--- config.mk ---
export PLATFORM = sky130hd
export DESIGN_NAME = srecord_loader_parser
export DESIGN_NICKNAME = d
export VERILOG_FILES = /design/src/rtl/core/srlp_pkg.sv /design/src/rtl/core/srlp_parse.sv /design/src/rtl/core/srlp_outq.sv /design/src/rtl/core/srecord_loader_parser.sv
export SDC_FILE = /design/constraint.sdc
export NUM_CORES = 1
export LEC_CHECK = 0
export BUFFER_PORTS_ARGS = -buffer_cell sky130_fd_sc_hd__buf_2
export CORE_AREA = 2 2 173 175
export CTS_CLUSTER_SIZE = 10
export DETAILED_ROUTE_END_ITERATION = 16
export DIE_AREA = 0 0 175 177
export HOLD_SLACK_MARGIN = 0.05
export PLACE_DENSITY = 0.83
export SYNTH_ARGS = -nofsm -noshare
export SYNTH_HDL_FRONTEND = slang
export SYNTH_SLANG_ARGS = --single-unit
--- constraint.sdc ---
create_clock -name clk -period 9.9 [get_ports clk]
set_clock_uncertainty 0.15 [all_clocks]
set_input_delay 2.475 -clock clk [delete_from_list [all_inputs] [get_ports clk]]
set_output_delay 2.475 -clock clk [all_outputs]
set_load 0.02 [all_outputs]
--- src/rtl/core/srlp_pkg.sv ---
package srlp_pkg;

  localparam int QDEPTH = 4;
  localparam int QAW    = $clog2(QDEPTH);
  localparam int QCW    = $clog2(QDEPTH + 1);

  localparam logic [9:0] POS_MAX = 10'd1023;

  localparam logic [7:0] CH_0  = 8'h30;
  localparam logic [7:0] CH_9  = 8'h39;
  localparam logic [7:0] CH_LA = 8'h61;
  localparam logic [7:0] CH_LF = 8'h66;
  localparam logic [7:0] CH_UA = 8'h41;
  localparam logic [7:0] CH_UF = 8'h46;

  localparam logic [3:0] REC_S0    = 4'd0;
  localparam logic [3:0] REC_S2    = 4'd2;
  localparam logic [3:0] REC_S3    = 4'd3;
  localparam logic [3:0] REC_S4    = 4'd4;
  localparam logic [3:0] REC_S6    = 4'd6;
  localparam logic [3:0] REC_S7    = 4'd7;
  localparam logic [3:0] REC_S8    = 4'd8;
  localparam logic [3:0] REC_S9    = 4'd9;
  localparam logic [3:0] REC_UNSUP = 4'd15;

  typedef enum logic [1:0] {
    KIND_WRITE,
    KIND_TEXT,
    KIND_DONE
  } kind_t;

  typedef enum logic [1:0] {
    ST_OK,
    ST_BAD_HEX,
    ST_PROTECTED,
    ST_UNSUPPORTED
  } status_t;

  typedef struct packed {
    kind_t       kind;
    logic [31:0] address;
    logic [7:0]  data_byte;
    status_t     status;
    logic        is_entry;
  } result_t;

  // bit 4 set marks a non-hex character
  function automatic logic [4:0] hex_value(input logic [7:0] c);
    logic [7:0] v;
    begin
      v = 8'h10;
      if (c inside {[CH_0:CH_9]}) begin
        v = c - CH_0;
      end else if (c inside {[CH_LA:CH_LF]}) begin
        v = c - CH_LA + 8'd10;
      end else if (c inside {[CH_UA:CH_UF]}) begin
        v = c - CH_UA + 8'd10;
      end
      return v[4:0];
    end
  endfunction

  function automatic logic [2:0] addr_len(input logic [3:0] t);
    logic [2:0] n;
    begin
      n = 3'd2;
      if (t inside {REC_S2, REC_S8}) begin
        n = 3'd3;
      end else if (t inside {REC_S3, REC_S7}) begin
        n = 3'd4;
      end
      return n;
    end
  endfunction

  function automatic logic is_term(input logic [3:0] t);
    return t inside {REC_S7, REC_S8, REC_S9};
  endfunction

  function automatic logic [7:0] data_count(input logic [3:0] t, input logic [7:0] cnt);
    logic [7:0] need;
    begin
      need = {5'd0, addr_len(t)} + 8'd1;
      return (cnt > need) ? (cnt - need) : 8'd0;
    end
  endfunction

endpackage

--- src/rtl/core/srlp_parse.sv ---
module srlp_parse (
  input  logic                 clk,
  input  logic                 rst_n,
  input  logic                 adv,
  input  logic [7:0]           char_code,
  input  logic                 last_of_record,
  input  logic [31:0]          protect_limit,
  output logic [1:0]           res_n,
  output srlp_pkg::result_t    res0,
  output srlp_pkg::result_t    res1
);
  import srlp_pkg::*;

  logic [9:0]  pos_r, pos_nxt;
  logic [3:0]  rtype_r, rtype_nxt;
  logic [7:0]  bcount_r, bcount_nxt;
  logic [31:0] addr_r, addr_nxt;
  logic [3:0]  hnib_r, hnib_nxt;
  status_t     err_r, err_nxt;

  logic [4:0]  hv;
  logic        bad;
  logic [3:0]  dig;
  logic [7:0]  byte_v;
  logic [2:0]  al;
  logic        term;
  logic [9:0]  pm4;
  logic [8:0]  k;
  logic [8:0]  j;
  logic        second;
  logic [7:0]  dc;
  logic [31:0] addr_shift;
  logic        emit;
  result_t     data_res;
  result_t     done_res;

  logic [2:0]  al2;
  logic        term2;
  logic [7:0]  dc2;
  logic [9:0]  need;
  logic        short_rec;
  status_t     st;

  always_comb begin
    hv         = hex_value(char_code);
    bad        = hv[4];
    dig        = hv[3:0];
    byte_v     = {hnib_r, dig};
    al         = addr_len(rtype_r);
    term       = is_term(rtype_r);
    pm4        = pos_r - 10'd4;
    k          = pm4[9:1];
    second     = pm4[0];
    j          = k - {6'd0, al};
    dc         = data_count(rtype_r, bcount_r);
    addr_shift = {addr_r[23:0], byte_v};

    pos_nxt    = (pos_r < POS_MAX) ? pos_r + 10'd1 : POS_MAX;
    rtype_nxt  = rtype_r;
    bcount_nxt = bcount_r;
    addr_nxt   = addr_r;
    hnib_nxt   = hnib_r;
    err_nxt    = err_r;
    emit       = 1'b0;

    if (pos_r == 10'd1) begin
      if (bad || dig > 4'd9 || (dig inside {[REC_S4:REC_S6]})) begin
        rtype_nxt = REC_UNSUP;
        err_nxt   = ST_UNSUPPORTED;
      end else begin
        rtype_nxt = dig;
      end
    end else if (pos_r >= 10'd2 && err_r == ST_OK) begin
      if (pos_r < 10'd4) begin
        if (!term) begin
          if (bad) begin
            err_nxt = ST_BAD_HEX;
          end else if (pos_r == 10'd2) begin
            hnib_nxt = dig;
          end else begin
            bcount_nxt = byte_v;
          end
        end
      end else if (k < {6'd0, al}) begin
        if (rtype_r != REC_S0) begin
          if (bad) begin
            err_nxt = ST_BAD_HEX;
          end else if (!second) begin
            hnib_nxt = dig;
          end else begin
            addr_nxt = addr_shift;
            if (k == {6'd0, al - 3'd1} && !term && addr_shift < protect_limit) begin
              err_nxt = ST_PROTECTED;
            end
          end
        end
      end else if (!term && j < {1'b0, dc}) begin
        if (bad) begin
          err_nxt = ST_BAD_HEX;
        end else if (!second) begin
          hnib_nxt = dig;
        end else begin
          emit = 1'b1;
        end
      end
    end

    data_res.kind      = (rtype_r == REC_S0) ? KIND_TEXT : KIND_WRITE;
    data_res.address   = (rtype_r == REC_S0) ? 32'd0 : addr_r + {23'd0, j};
    data_res.data_byte = byte_v;
    data_res.status    = ST_OK;
    data_res.is_entry  = 1'b0;

    al2   = addr_len(rtype_nxt);
    term2 = is_term(rtype_nxt);
    dc2   = data_count(rtype_nxt, bcount_nxt);
    if (term2) begin
      need = 10'd4 + {6'd0, al2, 1'b0};
    end else begin
      need = 10'd4 + {({6'd0, al2} + {1'b0, dc2}), 1'b0};
    end
    short_rec = (pos_r == 10'd0) || (({1'b0, pos_r} + 11'd1) < {1'b0, need});
    st = (err_nxt == ST_OK && short_rec) ? ST_BAD_HEX : err_nxt;

    done_res.kind      = KIND_DONE;
    done_res.data_byte = 8'd0;
    if (st == ST_OK && term2) begin
      done_res.address  = addr_nxt;
      done_res.status   = ST_OK;
      done_res.is_entry = 1'b1;
    end else begin
      done_res.address  = 32'd0;
      done_res.status   = st;
      done_res.is_entry = 1'b0;
    end

    if (!adv) begin
      res_n = 2'd0;
    end else begin
      res_n = {1'b0, emit} + {1'b0, last_of_record};
    end
    res0 = emit ? data_res : done_res;
    res1 = done_res;
  end

  always_ff @(posedge clk) begin
    if (!rst_n) begin
      pos_r    <= '0;
      rtype_r  <= '0;
      bcount_r <= '0;
      addr_r   <= '0;
      hnib_r   <= '0;
      err_r    <= ST_OK;
    end else if (adv) begin
      if (last_of_record) begin
        pos_r    <= '0;
        rtype_r  <= '0;
        bcount_r <= '0;
        addr_r   <= '0;
        hnib_r   <= '0;
        err_r    <= ST_OK;
      end else begin
        pos_r    <= pos_nxt;
        rtype_r  <= rtype_nxt;
        bcount_r <= bcount_nxt;
        addr_r   <= addr_nxt;
        hnib_r   <= hnib_nxt;
        err_r    <= err_nxt;
      end
    end
  end

endmodule

--- src/rtl/core/srlp_outq.sv ---
module srlp_outq (
  input  logic                 clk,
  input  logic                 rst_n,
  input  logic [1:0]           push_n,
  input  srlp_pkg::result_t    push0,
  input  srlp_pkg::result_t    push1,
  output logic                 room2,
  output logic                 out_valid,
  input  logic                 out_ready,
  output srlp_pkg::result_t    out_res
);
  import srlp_pkg::*;

  result_t          mem [QDEPTH];
  logic [QAW-1:0]   wp_r, wp_nxt;
  logic [QAW-1:0]   rp_r, rp_nxt;
  logic [QCW-1:0]   cnt_r, cnt_nxt;
  logic             pop;

  always_comb begin
    out_valid = (cnt_r != '0);
    out_res   = mem[rp_r];
    pop       = out_valid && out_ready;
    room2     = (cnt_r <= QCW'(QDEPTH - 2));
    wp_nxt    = wp_r + QAW'(push_n);
    rp_nxt    = pop ? rp_r + QAW'(1) : rp_r;
    cnt_nxt   = cnt_r + QCW'(push_n) - QCW'(pop);
  end

  always_ff @(posedge clk) begin
    if (push_n != 2'd0) begin
      mem[wp_r] <= push0;
    end
    if (push_n == 2'd2) begin
      mem[wp_r + QAW'(1)] <= push1;
    end
  end

  always_ff @(posedge clk) begin
    if (!rst_n) begin
      wp_r  <= '0;
      rp_r  <= '0;
      cnt_r <= '0;
    end else begin
      wp_r  <= wp_nxt;
      rp_r  <= rp_nxt;
      cnt_r <= cnt_nxt;
    end
  end

endmodule

--- src/rtl/core/srecord_loader_parser.sv ---
// S-record loader parser.
// Input stream: one ASCII character per word on in_tdata, in_tlast on the
// final character of a record line. Each character may yield a memory write
// (S1/S2/S3 data) or a header text byte (S0 data); the last character also
// yields a record done word carrying status and, for S7/S8/S9, the entry
// address. Output words appear on out_tdata with the kind on out_tuser.
// cfg_data writes the protection limit; cfg_ready is always high, and the
// limit should change only while no record is in flight.
// Path: a character is held in the input register, then parsed and written
// into a four-word result queue whose head drives the output. Throughput:
// one character per cycle while the receiver takes one word per cycle; a
// character that closes a record with a data byte produces two words. The
// input register advances only while the queue has room for two words, so
// a stalled receiver backs up into in_tready after the queue fills.
// Reset (synchronous, rst_n low) clears the parse state, empties the queue
// and sets the protection limit to zero.
module srecord_loader_parser (
  input  logic        clk,
  input  logic        rst_n,
  input  logic        cfg_valid,
  output logic        cfg_ready,
  input  logic [31:0] cfg_data,     // protect_limit
  input  logic        in_tvalid,
  output logic        in_tready,
  input  logic [7:0]  in_tdata,     // char_code
  input  logic        in_tlast,     // last_of_record
  output logic        out_tvalid,
  input  logic        out_tready,
  output logic [47:0] out_tdata,    // address[31:0], data_byte[39:32], status[41:40],
                                    // is_entry[42], zero fill
  output logic [1:0]  out_tuser     // kind
);
  import srlp_pkg::*;

  logic [31:0] limit_r;
  logic        in_v_r;
  logic [7:0]  in_char_r;
  logic        in_last_r;
  logic        adv;
  logic        room2;
  logic [1:0]  res_n;
  result_t     res0;
  result_t     res1;
  result_t     head;

  assign cfg_ready = 1'b1;
  assign adv       = in_v_r && room2;
  assign in_tready = !in_v_r || adv;

  always_ff @(posedge clk) begin
    if (!rst_n) begin
      limit_r <= '0;
    end else if (cfg_valid && cfg_ready) begin
      limit_r <= cfg_data;
    end
  end

  always_ff @(posedge clk) begin
    if (!rst_n) begin
      in_v_r <= 1'b0;
    end else if (in_tready) begin
      in_v_r <= in_tvalid;
    end
  end

  always_ff @(posedge clk) begin
    if (in_tready && in_tvalid) begin
      in_char_r <= in_tdata;
      in_last_r <= in_tlast;
    end
  end

  srlp_parse u_parse (
    .clk            (clk),
    .rst_n          (rst_n),
    .adv            (adv),
    .char_code      (in_char_r),
    .last_of_record (in_last_r),
    .protect_limit  (limit_r),
    .res_n          (res_n),
    .res0           (res0),
    .res1           (res1)
  );

  srlp_outq u_outq (
    .clk       (clk),
    .rst_n     (rst_n),
    .push_n    (res_n),
    .push0     (res0),
    .push1     (res1),
    .room2     (room2),
    .out_valid (out_tvalid),
    .out_ready (out_tready),
    .out_res   (head)
  );

  assign out_tdata = {5'd0, head.is_entry, head.status, head.data_byte, head.address};
  assign out_tuser = head.kind;

`ifndef NO_ASSERTIONS
  a_entry_done_ok: assert property (@(posedge clk) disable iff (!rst_n)
    out_tvalid && out_tdata[42] |-> out_tuser == KIND_DONE && out_tdata[41:40] == ST_OK)
    else $error("entry flag on a word that is not an ok done");

  a_data_clean: assert property (@(posedge clk) disable iff (!rst_n)
    out_tvalid && out_tuser != KIND_DONE |-> out_tdata[41:40] == ST_OK && !out_tdata[42])
    else $error("status or entry flag set on a data word");

  a_input_hold: assert property (@(posedge clk) disable iff (!rst_n)
    in_v_r && !adv |=> in_v_r && $stable(in_char_r) && $stable(in_last_r))
    else $error("input register lost a stalled character");
`endif

endmodule

==> results.md <==
- The area share of the largest cell type after synthesis is 0.2525.
- After floorplanning, the core was sized to cover 29240 sq um.
- The area of the die is 30980 sq um.
- The number of enable flip-flop cells after synthesis is 149.
- After clock tree synthesis, the clock-pin slew on the worst setup and hold paths is 0.07 ns.
- The placement-stage worst setup slack is 0.8725 ns.
- The power density normalized to cell area is 159.7 nW/um^2.
- The CTS tree is built.
- STA puts the critical path data arrival time at 8.98 ns.
- After detailed placement, the design holds a cell count of 2193.
- The startpoint identified for the worst hold timing path is u_outq.mem[1][44].
- The delay of the slowest cell on the worst path is 0.67 ns.
- For the finished layout, the period the worst path requires is 8.923 ns.
- The final antenna diode count is 0.
- The count of synthesis-stage warnings from yosys is 0.
- In the global route stage, overall resource usage came out at 0.3106.
- The via density per instance is 6.575.
- The first detailed-routing pass ran for 6 iterations.
- The minimum hold slack is 0.3147 ns.
- The count of endpoints failing hold in the final timing report is 0.
- The number of buffers on the longest clock path is 3.
- The actual slew at the worst max-slew pin is 1.248 ns.
- The total overflow left after global routing is 0.
- Setup repair after global routing left no endpoint under its margin.
- The cell internal power dissipation is 2.238 mW.
- The top achievable clock speed is 112.1 MHz.
- The summed negative setup slack over all endpoints is 0 ns.
- The max-capacitance violation count is 0.
- The total routed wirelength is 48.70 mm.
- The height of the die is 177 um.
- For this run, the register share of the synthesized area comes to 0.4128.
- The most used flip-flop cell after synthesis is sky130_fd_sc_hd__edfxtp_1.
- Setup slack closes at 0.9769 ns.
- The flop and latch count out of synthesis is 291.
- The area overhead of the layout relative to synthesis is 9.467%.
- The violation count after the first detailed-route iteration is 2030.
- The most common cell in the netlist is sky130_fd_sc_hd__nand2_1.
- After synthesis, the share of flip-flops with an asynchronous set or reset is 0.
- The share of total power dissipated in combinational logic is 0.184.
- Buffers placed on the I/O ports in this run total 92.
- The number of different library cells used by synthesis comes to 95.
- The later-pin clock latency in the skew report is 0.52 ns.
- The path with the worst hold slack has its endpoint at u_outq.mem[1][44].
- The number of buffers created by CTS is 36.
- The number of antenna violations at the first check in global routing is 0.
- At the worst endpoint, the required time is 9.96 ns.
- The flop-to-flop setup slack is 0.98 ns.
- The via count of the first global-routing pass came to 14111.
- The launch instance of the worst register-to-register path is u_parse.pos_r[4].
- The congestion estimate from routability-driven global placement came to 0.9295.
- Once detailed placement completed, the half-perimeter wirelength came to 33.51 mm.
- In the synthesized netlist, the number of instances is 1806.
- sky130_fd_sc_hd__edfxtp_1 takes more of the synthesized area than any other cell.
- Of the total power, the share spent switching nets is 0.2776.
- In this run the static leakage power is 6.946 nW.
- The boundary pin count is 99.
- The root buffer cell chosen for the clock tree is sky130_fd_sc_hd__clkbuf_16.
- By area the synthesized netlist is led by sky130_fd_sc_hd__edfxtp_1 (25%), sky130_fd_sc_hd__dfxtp_1 (16%), sky130_fd_sc_hd__ha_1 (5.9%).
- The initial utilization of the core area, before any placement, comes to 0.6060.
- Buffers added to address setup during post-CTS repair amount to 0.
- Dividing the synthesized area by the synthesized cell count gives 9.814 sq um.
- The count of filler cells inserted in the layout is 2244.
- The count of antenna-violating nets left after detailed routing is 0.
- The count of final max-slew check failures came to 0.
- The pin count of the biggest net entering global routing is 103.
- The netlist area before placement is 17720 sq um.
- By count the netlist is led by sky130_fd_sc_hd__nand2_1 (151), sky130_fd_sc_hd__edfxtp_1 (149), sky130_fd_sc_hd__dfxtp_1 (142).
- Along the worst hold path, the cell count comes to 2.
- Dividing the final minimum period by the clock period gives 0.9013.
- Across the VDD grid, the largest voltage drop is 0.0001389 V.
- The DRC violation count after routing is 0.
- The type of the worst min-delay path is reg2reg.
- The vias after detailed routing is 14820.
- In the final layout, the multi-input gates occupy 9623 sq um.
- The sequential share of power is 0.429.
- In this run the horizontal extent of the chip is 175 um.
- The worst setup path is launched from a flop.
- In the final layout, the share of cells above drive strength 1 is 0.1298.
- The worst pin sits at a relative slew slack of 0.1679.
- The path type of the worst setup path is reg2reg.
- The routed wirelength normalized by instance count is 21.60 um.
- The TritonCTS sink count is 291.
- Setup violations remaining at the end of the flow were counted as 0.
- The net switching power is 860.1 uW.
- Once layout is complete, the cells apart from fillers number 2254.
- The sequential cell area in the final layout is 7320 sq um.
- The run finished with clean final reports.
- The H-tree was split into 2 levels.
- At the end of the flow, the number of nets in the layout was 1977.
- The global-route wire length before repair is 76.09 mm.
- The worst reg-to-reg path cell count is 32.
- The largest individual stage delay along the critical path comes from the cell sky130_fd_sc_hd__or4_4.
- The worst register-to-register path ends at u_outq.mem[1][19].
- STA classifies the critical path endpoint as a flop.
- After floorplanning, the core was divided into 63 placement rows.
- The clock group share of total power is 0.387.
- The highest net fanout along the worst path is 23.
==> critical path, delay by kind of cell, from the launching register on <==
| kind | cells | cell delay, ns |
|---|---|---|
| AO/OA/AOI/OAI | 12 | 2.84 |
| adder cells (fa/ha/maj) | 4 | 1.26 |
| buffers and inverters | 2 | 0.58 |
| flip-flops | 1 | 0.50 |
| multiplexers | 1 | 0.23 |
| AND/OR/NAND/NOR | 13 | 3.04 |
==> layout by cell type (no fill, tap or decap), types with 41 or more instances in the layout <==
cell and count:
sky130_fd_sc_hd__nor3_1 42, sky130_fd_sc_hd__a22oi_1 41, sky130_fd_sc_hd__o21a_1 54, sky130_fd_sc_hd__mux2i_1 71, sky130_fd_sc_hd__nand2_1 151, sky130_fd_sc_hd__a21oi_1 118
sky130_fd_sc_hd__o21ai_0 51, sky130_fd_sc_hd__edfxtp_1 149, sky130_fd_sc_hd__inv_1 76, sky130_fd_sc_hd__ha_1 84, sky130_fd_sc_hd__dfxtp_1 140, sky130_fd_sc_hd__mux4_2 45
sky130_fd_sc_hd__nor2b_1 89, sky130_fd_sc_hd__nor2_1 108, sky130_fd_sc_hd__buf_2 92
==> logic make-up after synthesis <==
logic type | synth area share
flip-flops | 0.4128
XOR/XNOR | 0.03163
adder cells (fa/ha/maj) | 0.06664
multiplexers | 0.09982
AND/OR/NAND/NOR | 0.1775
AO/OA/AOI/OAI | 0.1649
buffers and inverters | 0.04624
other | 0.0004237
==> sequential cells by signal (all words and copies together) (netlist names), 3 cells and up, named ones only <==
name	count
u_parse.addr_r	32
u_parse.rtype_r	4
u_parse.pos_r	10
in_char_r	8
u_outq.cnt_r	3
u_parse.hnib_r	4
limit_r	32
u_outq.mem	180
u_parse.bcount_r	8
==> power by group through the flow <==
stage	combinational, mW	clock (mW)	sequential (mW)
after global routing	0.614	1.24	1.33
after detailed placement	0.570	0	1.35
after global placement	0.561	0	1.35
final	0.570	1.20	1.33
after CTS	0.573	1.20	1.33
after floorplan	0.425	0	1.34
==> what timing repair did <==
item / in CTS / in global routing
endpoints found under the setup margin: 0 / 8
resized for setup: 0 / 1
hold buffers: 0 / 0
==> stage by stage <==
step / power, mW / util / area (sq um)
2_1_floorplan: 1.766 / - / 17740
4_1_cts: 3.099 / 0.6634 / 19400
3_5_place_dp: 1.925 / 0.6273 / 18350
5_1_grt: 3.192 / 0.6634 / 19400
6_report: 3.098 / 0.6634 / 19400
3_3_place_gp: 1.912 / 0.6273 / 18350
==> cell type report <==
type                            instances  area share
Multi-Input combinational cell       1321      0.4960
Sequential cell                       291      0.3773
Clock buffer                           57     0.05256
Timing Repair Buffer                  114     0.03225
Tap cell                              390     0.02515
Inverter                               77     0.01490
Clock inverter                          4    0.001870
==> metal layers <==
metal  vias up  track usage  wire, um
met1      7017       0.4235     19580
met5         -            0         0
met4         0       0.1153      1758
met2       947       0.5012     22530
met3       161      0.05219      4833
li1       6695            -         -
==> worst max-delay path by stage <==
| stage | from | slack (ns) | to |
|---|---|---|---|
| global placement | u_parse.pos_r[4] | 1.36 | u_outq.mem[1][19] |
| global route | in_char_r[1] | 0.02 | u_outq.mem[1][19] |
| CTS | in_char_r[1] | 0.86 | u_outq.mem[1][19] |
| floorplan | u_parse.pos_r[2] | 2.69 | u_outq.mem[0][20] |
| finish | u_parse.pos_r[4] | 0.98 | u_outq.mem[1][19] |
| detailed placement | in_char_r[1] | 0.87 | u_outq.mem[1][19] |
No activity file was read; power rests on OpenSTA's default activity.
